<file path="src/rtl/arf_pkg.sv">
package arf_pkg;

    localparam int ARF_RING_WORDS = 8192;

    localparam int SAMPLE_W   = 16;
    localparam int FRAME_W    = 2 * SAMPLE_W;
    localparam int INC_W      = 32;
    localparam int MOD_W      = 52;
    localparam int ACC_W      = 53;
    localparam int WORK_W     = ACC_W + 1;
    localparam int FMT_W      = 3;
    localparam int BYTE_W     = 8;
    localparam int CNT_W      = 3;
    localparam int CFG_IDX_W  = 3;
    localparam int CFG_DATA_W = MOD_W;

    localparam int QUEUE_DEPTH = 2;
    localparam int Q_IDX_W     = $clog2(QUEUE_DEPTH);
    localparam int Q_CNT_W     = $clog2(QUEUE_DEPTH + 1);

    localparam int DIV_STEPS = MOD_W;
    localparam int DIV_CNT_W = $clog2(DIV_STEPS);

    localparam logic [SAMPLE_W-1:0] MIDSCALE = 16'h8000;

    localparam logic [CFG_IDX_W-1:0] REG_COPY_INCREMENT = 3'd0;
    localparam logic [CFG_IDX_W-1:0] REG_COPY_MODULUS   = 3'd1;
    localparam logic [CFG_IDX_W-1:0] REG_OUTPUT_FORMAT  = 3'd2;
    localparam logic [CFG_IDX_W-1:0] REG_STEREO_OUT     = 3'd3;
    localparam logic [CFG_IDX_W-1:0] REG_SOUND_ON       = 3'd4;

    localparam logic [FMT_W-1:0] FMT_U8     = 3'd0;
    localparam logic [FMT_W-1:0] FMT_S8     = 3'd1;
    localparam logic [FMT_W-1:0] FMT_U16SYS = 3'd2;
    localparam logic [FMT_W-1:0] FMT_S16SYS = 3'd3;
    localparam logic [FMT_W-1:0] FMT_U16LSB = 3'd4;
    localparam logic [FMT_W-1:0] FMT_S16LSB = 3'd5;
    localparam logic [FMT_W-1:0] FMT_U16MSB = 3'd6;
    localparam logic [FMT_W-1:0] FMT_S16MSB = 3'd7;
    localparam int FMT_SIGNED_BIT = 0;

    localparam logic [CNT_W-1:0] CNT_ONE  = 3'd1;
    localparam logic [CNT_W-1:0] CNT_TWO  = 3'd2;
    localparam logic [CNT_W-1:0] CNT_FOUR = 3'd4;

    typedef enum logic {
        OP_PUSH = 1'b0,
        OP_PULL = 1'b1
    } op_t;

    typedef struct packed {
        op_t                 op;
        logic [SAMPLE_W-1:0] left;
        logic [SAMPLE_W-1:0] right;
    } q_item_t;

    typedef struct packed {
        logic [INC_W-1:0] copy_increment;
        logic [MOD_W-1:0] copy_modulus;
        logic [FMT_W-1:0] output_format;
        logic             stereo_out;
        logic             sound_on;
        logic             clear_acc;
    } cfg_t;

    typedef struct packed {
        logic [BYTE_W-1:0] byte_a;
        logic [BYTE_W-1:0] byte_b;
        logic [BYTE_W-1:0] byte_c;
        logic [BYTE_W-1:0] byte_d;
        logic [CNT_W-1:0]  byte_count;
    } fmt_out_t;

    function automatic fmt_out_t format_frame(
        input logic [SAMPLE_W-1:0] left,
        input logic [SAMPLE_W-1:0] right,
        input logic [FMT_W-1:0]    fmt,
        input logic                stereo
    );
        fmt_out_t            o;
        logic [SAMPLE_W-1:0] l;
        logic [SAMPLE_W-1:0] r;
        l = stereo ? left : ({1'b0, left[SAMPLE_W-1:1]} + {1'b0, right[SAMPLE_W-1:1]});
        r = right;
        if (fmt[FMT_SIGNED_BIT])
        begin
            l = l - MIDSCALE;
            r = r - MIDSCALE;
        end
        o = '0;
        case (fmt) inside
            FMT_U8, FMT_S8:
            begin
                o.byte_a = l[15:8];
                if (stereo)
                begin
                    o.byte_b     = r[15:8];
                    o.byte_count = CNT_TWO;
                end
                else
                begin
                    o.byte_count = CNT_ONE;
                end
            end
            FMT_U16MSB, FMT_S16MSB:
            begin
                o.byte_a = l[15:8];
                o.byte_b = l[7:0];
                if (stereo)
                begin
                    o.byte_c     = r[15:8];
                    o.byte_d     = r[7:0];
                    o.byte_count = CNT_FOUR;
                end
                else
                begin
                    o.byte_count = CNT_TWO;
                end
            end
            default:
            begin
                o.byte_a = l[7:0];
                o.byte_b = l[15:8];
                if (stereo)
                begin
                    o.byte_c     = r[7:0];
                    o.byte_d     = r[15:8];
                    o.byte_count = CNT_FOUR;
                end
                else
                begin
                    o.byte_count = CNT_TWO;
                end
            end
        endcase
        return o;
    endfunction

endpackage

</file>
<file path="src/rtl/arf_ifs.sv">
interface arf_req_if import arf_pkg::*; ();
    logic                valid;
    logic                ready;
    logic                func;
    logic [SAMPLE_W-1:0] left_in;
    logic [SAMPLE_W-1:0] right_in;

    modport source (output valid, func, left_in, right_in, input ready);
    modport sink (input valid, func, left_in, right_in, output ready);
endinterface


</file>
<file path="src/rtl/arf_front.sv">
module arf_front import arf_pkg::*; (
    input  logic       clk,
    input  logic       rst_n,
    input  cfg_t       cfg,
    arf_req_if.sink    req,
    output logic       item_valid,
    output q_item_t    item,
    input  logic       item_ready
);

    q_item_t              queue_reg [QUEUE_DEPTH];
    logic [Q_IDX_W-1:0]   wr_ptr_reg;
    logic [Q_IDX_W-1:0]   wr_ptr_next;
    logic [Q_IDX_W-1:0]   rd_ptr_reg;
    logic [Q_IDX_W-1:0]   rd_ptr_next;
    logic [Q_CNT_W-1:0]   count_reg;
    logic [Q_CNT_W-1:0]   count_next;
    logic                 accept;
    logic                 keep;
    logic                 pop;
    q_item_t              in_item;

    assign req.ready  = (count_reg != Q_CNT_W'(QUEUE_DEPTH));
    assign accept     = req.valid && req.ready;
    assign in_item.op    = op_t'(req.func);
    assign in_item.left  = req.left_in;
    assign in_item.right = req.right_in;

    // a push with no increment leaves every piece of state alone
    assign keep = accept && !(in_item.op == OP_PUSH && cfg.copy_increment == '0);

    assign item_valid = (count_reg != '0);
    assign item       = queue_reg[rd_ptr_reg];
    assign pop        = item_valid && item_ready;

    always_comb
    begin
        wr_ptr_next = keep ? wr_ptr_reg + 1'b1 : wr_ptr_reg;
        rd_ptr_next = pop ? rd_ptr_reg + 1'b1 : rd_ptr_reg;
        count_next  = count_reg + Q_CNT_W'(keep) - Q_CNT_W'(pop);
    end

    always_ff @(posedge clk or negedge rst_n)
    begin
        if (!rst_n)
        begin
            wr_ptr_reg <= '0;
            rd_ptr_reg <= '0;
            count_reg  <= '0;
        end
        else
        begin
            wr_ptr_reg <= wr_ptr_next;
            rd_ptr_reg <= rd_ptr_next;
            count_reg  <= count_next;
        end
    end

    always_ff @(posedge clk)
    begin
        if (keep)
        begin
            queue_reg[wr_ptr_reg] <= in_item;
        end
    end

endmodule

</file>
<file path="src/flat_wrapper.sv">
// flat-port wrapper written by rule: the top's interface ports become plain ports
module arf_front_flat import arf_pkg::*;
  (clk, rst_n, cfg, item_valid, item, item_ready, req_valid, req_func, req_left_in, req_right_in, req_ready);
  arf_req_if req_i ();
  input  logic clk;
  input  logic rst_n;
  input  cfg_t cfg;
  output logic item_valid;
  output q_item_t item;
  input  logic item_ready;
  input wire logic [$bits(req_i.valid)-1:0] req_valid;
  input wire logic [$bits(req_i.func)-1:0] req_func;
  input wire logic [$bits(req_i.left_in)-1:0] req_left_in;
  input wire logic [$bits(req_i.right_in)-1:0] req_right_in;
  output wire logic [$bits(req_i.ready)-1:0] req_ready;
  assign req_i.valid = req_valid;
  assign req_i.func = req_func;
  assign req_i.left_in = req_left_in;
  assign req_i.right_in = req_right_in;
  assign req_ready = req_i.ready;
  arf_front u_core (.clk(clk), .rst_n(rst_n), .cfg(cfg), .req(req_i), .item_valid(item_valid), .item(item), .item_ready(item_ready));
endmodule
</file>
<file path="config.mk">
export PLATFORM = sky130hd
export DESIGN_NAME = arf_front_flat
export DESIGN_NICKNAME = d
export VERILOG_FILES = /design/src/rtl/arf_pkg.sv /design/src/rtl/arf_ifs.sv /design/src/rtl/arf_front.sv /design/src/flat_wrapper.sv
export SDC_FILE = /design/constraint.sdc
export NUM_CORES = 1
export LEC_CHECK = 0
export BUFFER_PORTS_ARGS = -buffer_cell sky130_fd_sc_hd__buf_2
export CAP_MARGIN = 20
export CORE_ASPECT_RATIO = 1.1
export CORE_MARGIN = 4
export CORE_UTILIZATION = 39
export CTS_CLUSTER_DIAMETER = 30
export DETAILED_ROUTE_END_ITERATION = 10
export GPL_TIMING_DRIVEN = 0
export PLACE_DENSITY = 0.82
export SLEW_MARGIN = 20
export SYNTH_ARGS = -nofsm -noshare
export SYNTH_HDL_FRONTEND = slang
export SYNTH_SLANG_ARGS = --single-unit
</file>
<file path="constraint.sdc">
create_clock -name clk -period 2.4 [get_ports clk]
set_input_delay 0.12 -clock clk [delete_from_list [all_inputs] [get_ports clk]]
set_output_delay 0.12 -clock clk [all_outputs]
set_load 0.02 [all_outputs]
</file>
After elaboration in Yosys (flattened, before gate mapping)

Memory sizes are Yosys's and may differ from the RTL's.
Index checks and enable logic that the tools add are counted.

Flip-flop bits (word level): 4
RAM bits: 66
Word-level logic and storage cells: 19
Memories kept: 1

Add/subtract/negate cells: 4
Equality and inequality tests: 1
Multiplexer cells: 2
Bitwise gates (word level): 1
Reductions and logical operators: 7

Memories:

| memory           | words | bits a word | rd ports | clocked after Yosys merged registers in | wr ports | RTL line        | text |
|---|---|---|---|---|---|---|---|
| u_core.queue_reg | 2     | 33          | 1        | 0                                       | 1        | arf_front.sv:11 | `q_item_t queue_reg [QUEUE_DEPTH];` |

Operators by type and width:

| operator                                    | count |
|---|---|
| 32-bit logical NOT                          | 1 |
| 1-bit logical AND                           | 4 |
| 1-bit adder, second input constant          | 2 |
| 2-bit by 1-bit adder with 2-bit output      | 1 |
| 1-bit 2-to-1 mux                            | 2 |
| 2-bit != test, second input constant        | 1 |
| 2-bit nonzero test                          | 1 |
| 2-bit by 1-bit subtractor with 2-bit output | 1 |
| 1-bit logical NOT                           | 1 |
| 1-bit NOT                                   | 1 |

Logic depth before layout (Yosys ltp)

Depth in word-level cells: 6
Depth in mapped cells: 7

Least setup slack after synthesis

Ideal clock, no wire load.

Path type: register to register
Start point: register u_core.count_reg[1]
End point: memory u_core.queue_reg[0][0] (netlist name) (enable)
Arrival time: 2.278 ns
Path slack: -0.301 ns
Stages on the path, launching flop included: 5
Cell sequence: dfrtp_1 nand2b_1 and2_1 o31ai_4 nor2_1

Longest elaborated chain between the ends: 5

Ends and longest elaborated chain:

| element                                | RTL line           | text |
|---|---|---|
| start: declaration                     | arf_front.sv:16    | `logic [Q_CNT_W-1:0] count_reg;` |
| start signal: assignment               | arf_front.sv:55    | `count_reg <= count_next;` |
| 2-bit != test                          | arf_front.sv:23    | `assign req.ready = (count_reg != Q_CNT_W'(QUEUE_DEPTH));` |
| named net req_ready                    | flat_wrapper.sv:15 | `output wire logic [$bits(req_i.ready)-1:0] req_ready;` |
| 1-bit logical AND                      | arf_front.sv:24    | `assign accept = req.valid && req.ready;` |
| 1-bit logical AND                      | arf_front.sv:30    | `assign keep = accept && !(in_item.op == OP_PUSH && cfg.copy_increment == '0);` |
| 1-bit 2-to-1 mux                       | arf_front.sv:61    | `if (keep)` |
| 1-bit 2-to-1 mux (not written as such) | arf_front.sv:63    | `queue_reg[wr_ptr_reg] <= in_item;` |
| end: declaration                       | arf_front.sv:11    |  |

The timed path passes the listed nets, and every way through them passes these cells.

Worst setup path after layout

Start point: input req_func
End point: memory u_core.queue_reg[1][15] (netlist name) (enable)

Longest elaborated chain between the ends: 6

Ends and longest elaborated chain:

| element                                | RTL line           | text |
|---|---|---|
| start: declaration                     | flat_wrapper.sv:12 | `input wire logic [$bits(req_i.func)-1:0] req_func;` |
| 1-bit NOT                              | arf_front.sv:30    |  |
| 1-bit logical AND                      | arf_front.sv:30    |  |
| 1-bit logical NOT                      | arf_front.sv:30    |  |
| 1-bit logical AND                      | arf_front.sv:30    |  |
| 1-bit 2-to-1 mux                       | arf_front.sv:61    |  |
| 1-bit 2-to-1 mux (not written as such) | arf_front.sv:63    |  |

Every way passes these cells.

==> results.md <==
Die:
- The floorplan has 31 rows.
- The die is 95.1 um tall.
- 162 I/O pins were placed.
- The die covers 8300 sq um.
- The starting density of the core is 40.6%.
- The floorplan step set the die width to 87.2 um.
- The core region is 6630 sq um.

Clocking:
- Counting every sink on the clock net gives 70.
- The maximum level of the CTS H-tree is 3.
- The clock latency on the worst-skew pair is 340 ps.
- The clock passes through at most 2 buffers.
- The number of buffers inserted by post-CTS setup repair is 0.
- TritonCTS built the clock tree.
- The number of buffers created by CTS is 9.
- The root buffer selected by CTS is sky130_fd_sc_hd__clkbuf_8.
- The clock transition time at the flip-flop clock pins of the worst setup and hold paths is 70 ps.

Global route:
- The via count of the first global-routing pass is 1875.
- The pin count of the biggest net entering global routing is 26.
- The number of antenna violations at the first check in global routing is 0.
- The total grt overflow is 0.
- The global-route wire length before repair is 8.42 mm.
- The total routing usage reported by global routing is 13.7%.

Power and ir drop:
- The power per cell area is 1070 nW/um^2.
- The total leakage power is 1.53 nW.
- VDD sags by at most 503 uV.
- The design draws 4.17 mW.

Route:
- For this run, design rule violations remaining after detail routing come to 0.
- After the first detailed-routing iteration, the DRC count stood at 45.
- Before antenna repair, the detailed router went through 4 iterations.
- The routed wire length is 5.35 mm.
- In the routed layout, each cell is associated on average with a via count of 4.66.
- The number of nets with antenna violations after detailed routing is 0.
- The vias after detailed routing is 1733.
- Dividing the detail-routed wire length by the instance count gives 14.4 um.

Min path:
- In this run the worst hold path is classified as in2reg.
- The hold path depth is 3.
- The startpoint of the most critical hold path is item_ready.
- For hold timing, the worst endpoint is u_core.rd_ptr_reg$_DFFE_PN0P_.

Placement:
- At the end of routability-driven placement, the weighted congestion stood at 0.717.
- Detailed placement ended at an HPWL of 3.68 mm.
- Port buffering added 103 buffers.
- The number of instances in the placed design is 322.
- After detailed placement, the total cell area comes to 3360 sq um.

Synthesis:
- The library cell with the largest summed area after synthesis is sky130_fd_sc_hd__edfxtp_1.
- The synthesized netlist cell count is 135.
- The sequential cell area fraction in the yosys report is 77.3%.
- The predominant post-synthesis flop cell is sky130_fd_sc_hd__edfxtp_1.
- The number of enable flip-flop cells after synthesis is 66.
- The cell area after synthesis is 2690 sq um.
- The number of distinct standard cells referenced by the synthesized netlist is 21.
- The synthesized design contains 70 register bits.
- Counting flops with an async set or reset pin after synthesis yields a share of 5.71%.
- The number of nets in the synthesized netlist is 264.
- In the post-synthesis netlist, the biggest area contributors are sky130_fd_sc_hd__edfxtp_1 74%, sky130_fd_sc_hd__mux2_2 14%, sky130_fd_sc_hd__dfrtp_1 3.7%.
- The share of Yosys cell area claimed by the top area cell type is 73.6%.
- A synthesized cell averages 19.9 sq um.
- The count of warnings emitted by yosys is 0.

Worst setup path:
- The worst flop-to-flop path endpoint is u_core.count_reg[1]$_DFF_PN0_.
- STA puts the critical path data required time at 2490 ps.
- The type of origin of the critical path is an input port.
- The worst setup path is captured at a flip-flop.
- Across all register-to-register paths, the minimum setup slack is 640 ps.
- The source of the worst register-to-register timing path is u_core.count_reg[1]$_DFF_PN0_.
- The maximum net fanout on the critical path is 25.
- The number of cells on the worst reg-to-reg path is 7.
- Data on the critical path arrives at its endpoint at 2040 ps.
- The setup path with the least slack is of type in2reg.

Finish:
- The final net count is 414.
- The post-route netlist has 56.9% of its cells at a drive strength greater than 1.
- The number of antenna diodes in the final layout is 0.
- The post-route cell area is 3890 sq um.
- The register with the most flip-flops in the layout has 66 of them.
- Relative to the synthesized area, the layout overhead comes to 44.4%.
- Excluding fillers, the count of instances in the completed layout stands at 372.
- The filler cell count is 544.

STA:
- The clock tree skew after final layout is 8.68 ps.
- The actual transition at the worst max-transition pin is 364 ps.
- The final count of hold timing violations is 0.
- Setup repair after global routing left no endpoint under its margin.
- Based on the critical path, the design can be clocked at up to 513 MHz.
- The worst hold margin is 112 ps.
- The final-report max-slew violation count is 0.
- Setup violations remaining at the end of the flow were counted as 0.
- The worst pin sits at a relative slew slack of 75.7%.
- The minimum clock period after layout is 1950 ps.
- In the finished design, the share of the clock period the worst path needs comes to 81.3%.

Run status:
- The run finished with clean final reports.

Job:
- Max-cap violations in this run came to 0.
## final cells by class
| class | count | area (sq um) | share of cell area [%] |
|---|---|---|---|
| Inverter | 3 | 11.3 | 0.290 |
| Timing Repair Buffer | 139 | 896 | 23.0 |
| Clock inverter | 6 | 61.3 | 1.58 |
| Tap cell | 82 | 103 | 2.64 |
| Buffer | 4 | 18.8 | 0.483 |
| Sequential cell | 70 | 2080 | 53.5 |
| Clock buffer | 10 | 128 | 3.28 |
| Multi-Input combinational cell | 58 | 589 | 15.2 |
## cells in the final DEF (no fill, tap or decap), drive strengths merged, types with 3 or more instances in the layout
cell / instances
clkbuf: 11
edfxtp: 66
inv: 4
nor4: 7
dfrtp: 4
mux2: 33
dlygate4sd3: 34
xnor2: 3
clkinv: 3
buf: 108
and2: 3
## logic make-up (layout without fill, tap and decap cells)
family | count (synthesis) | in the layout | share of synthesized area, %
AND/OR/NAND/NOR | 18 | 18 | 4.74
XOR/XNOR | 4 | 4 | 1.30
buffers and inverters | 7 | 162 | 1.11
AO/OA/AOI/OAI | 1 | 1 | 0.790
multiplexers | 33 | 33 | 13.8
adder cells (fa/ha/maj) | 2 | 2 | 0.929
flip-flops | 70 | 70 | 77.3
## metal layers
metal  global-route usage (%)  wire [um]  up-vias
met5                        0          0        -
met4                     5.63        123        0
met3                     4.75        460       14
met2                     23.7       2770       80
met1                     15.3       2000      814
li1                         -          -      825
## critical path, stage by stage
cell                            delay (ps)
sky130_fd_sc_hd__dlygate4sd3_1         530
sky130_fd_sc_hd__buf_2                 140
sky130_fd_sc_hd__nor4_2                120
sky130_fd_sc_hd__nand4_1               180
sky130_fd_sc_hd__o31ai_4               380
sky130_fd_sc_hd__inv_2                  60
sky130_fd_sc_hd__and2_2                290
sky130_fd_sc_hd__buf_12                200
## per-stage QoR
stage	TNS, ps	setup WS [ps]	util [%]
6_report	0	449	58.6
5_1_grt	0	314	58.6
4_1_cts	0	400	58.6
3_5_place_dp	0	489	50.7
3_3_place_gp	-6530	-126	50.0
2_1_floorplan	0	251	-
## worst max-delay path by stage
stage | startpoint | to | slack [ps] | cells past startpoint
6_report | req_func | u_core.queue_reg[1][15]$_DFFE_PP_ | 450 | 8
5_1_grt | u_core.rd_ptr_reg$_DFFE_PN0P_ | item[22] | 310 | 4
4_1_cts | u_core.rd_ptr_reg$_DFFE_PN0P_ | item[4] | 400 | 4
3_5_place_dp | cfg[61] | u_core.queue_reg[1][1]$_DFFE_PP_ | 490 | 7
3_3_place_gp | u_core.count_reg[1]$_DFF_PN0_ | u_core.queue_reg[0][8]$_DFFE_PP_ | -130 | 4
2_1_floorplan | u_core.count_reg[1]$_DFF_PN0_ | u_core.queue_reg[0][0]$_DFFE_PP_ | 250 | 4
## synth_stat cells (2+ instances only)
| library cell | instances |
|---|---|
| sky130_fd_sc_hd__and2_1 | 3 |
| sky130_fd_sc_hd__buf_2 | 3 |
| sky130_fd_sc_hd__dfrtp_1 | 4 |
| sky130_fd_sc_hd__edfxtp_1 | 66 |
| sky130_fd_sc_hd__ha_1 | 2 |
| sky130_fd_sc_hd__inv_1 | 2 |
| sky130_fd_sc_hd__mux2_2 | 33 |
| sky130_fd_sc_hd__nor2_1 | 2 |
| sky130_fd_sc_hd__nor4_1 | 3 |
| sky130_fd_sc_hd__nor4_2 | 4 |
| sky130_fd_sc_hd__xnor2_1 | 3 |
## what timing repair did
| action | 4_1_cts | 5_1_grt |
|---|---|---|
| hold buffers | 34 | 0 |
| endpoints found under the hold margin | 70 | 0 |
| gates resized for setup | 0 | 0 |
## power breakdown
part / total, mW / leakage, nW / internal [mW] / switching, mW
registers: 1.75 / 0.660 / 1.67 / 0.0745
logic: 1.52 / 0.775 / 0.655 / 0.864
clock network: 0.900 / 0.0964 / 0.478 / 0.422
Power figures use the tool's default switching activity.
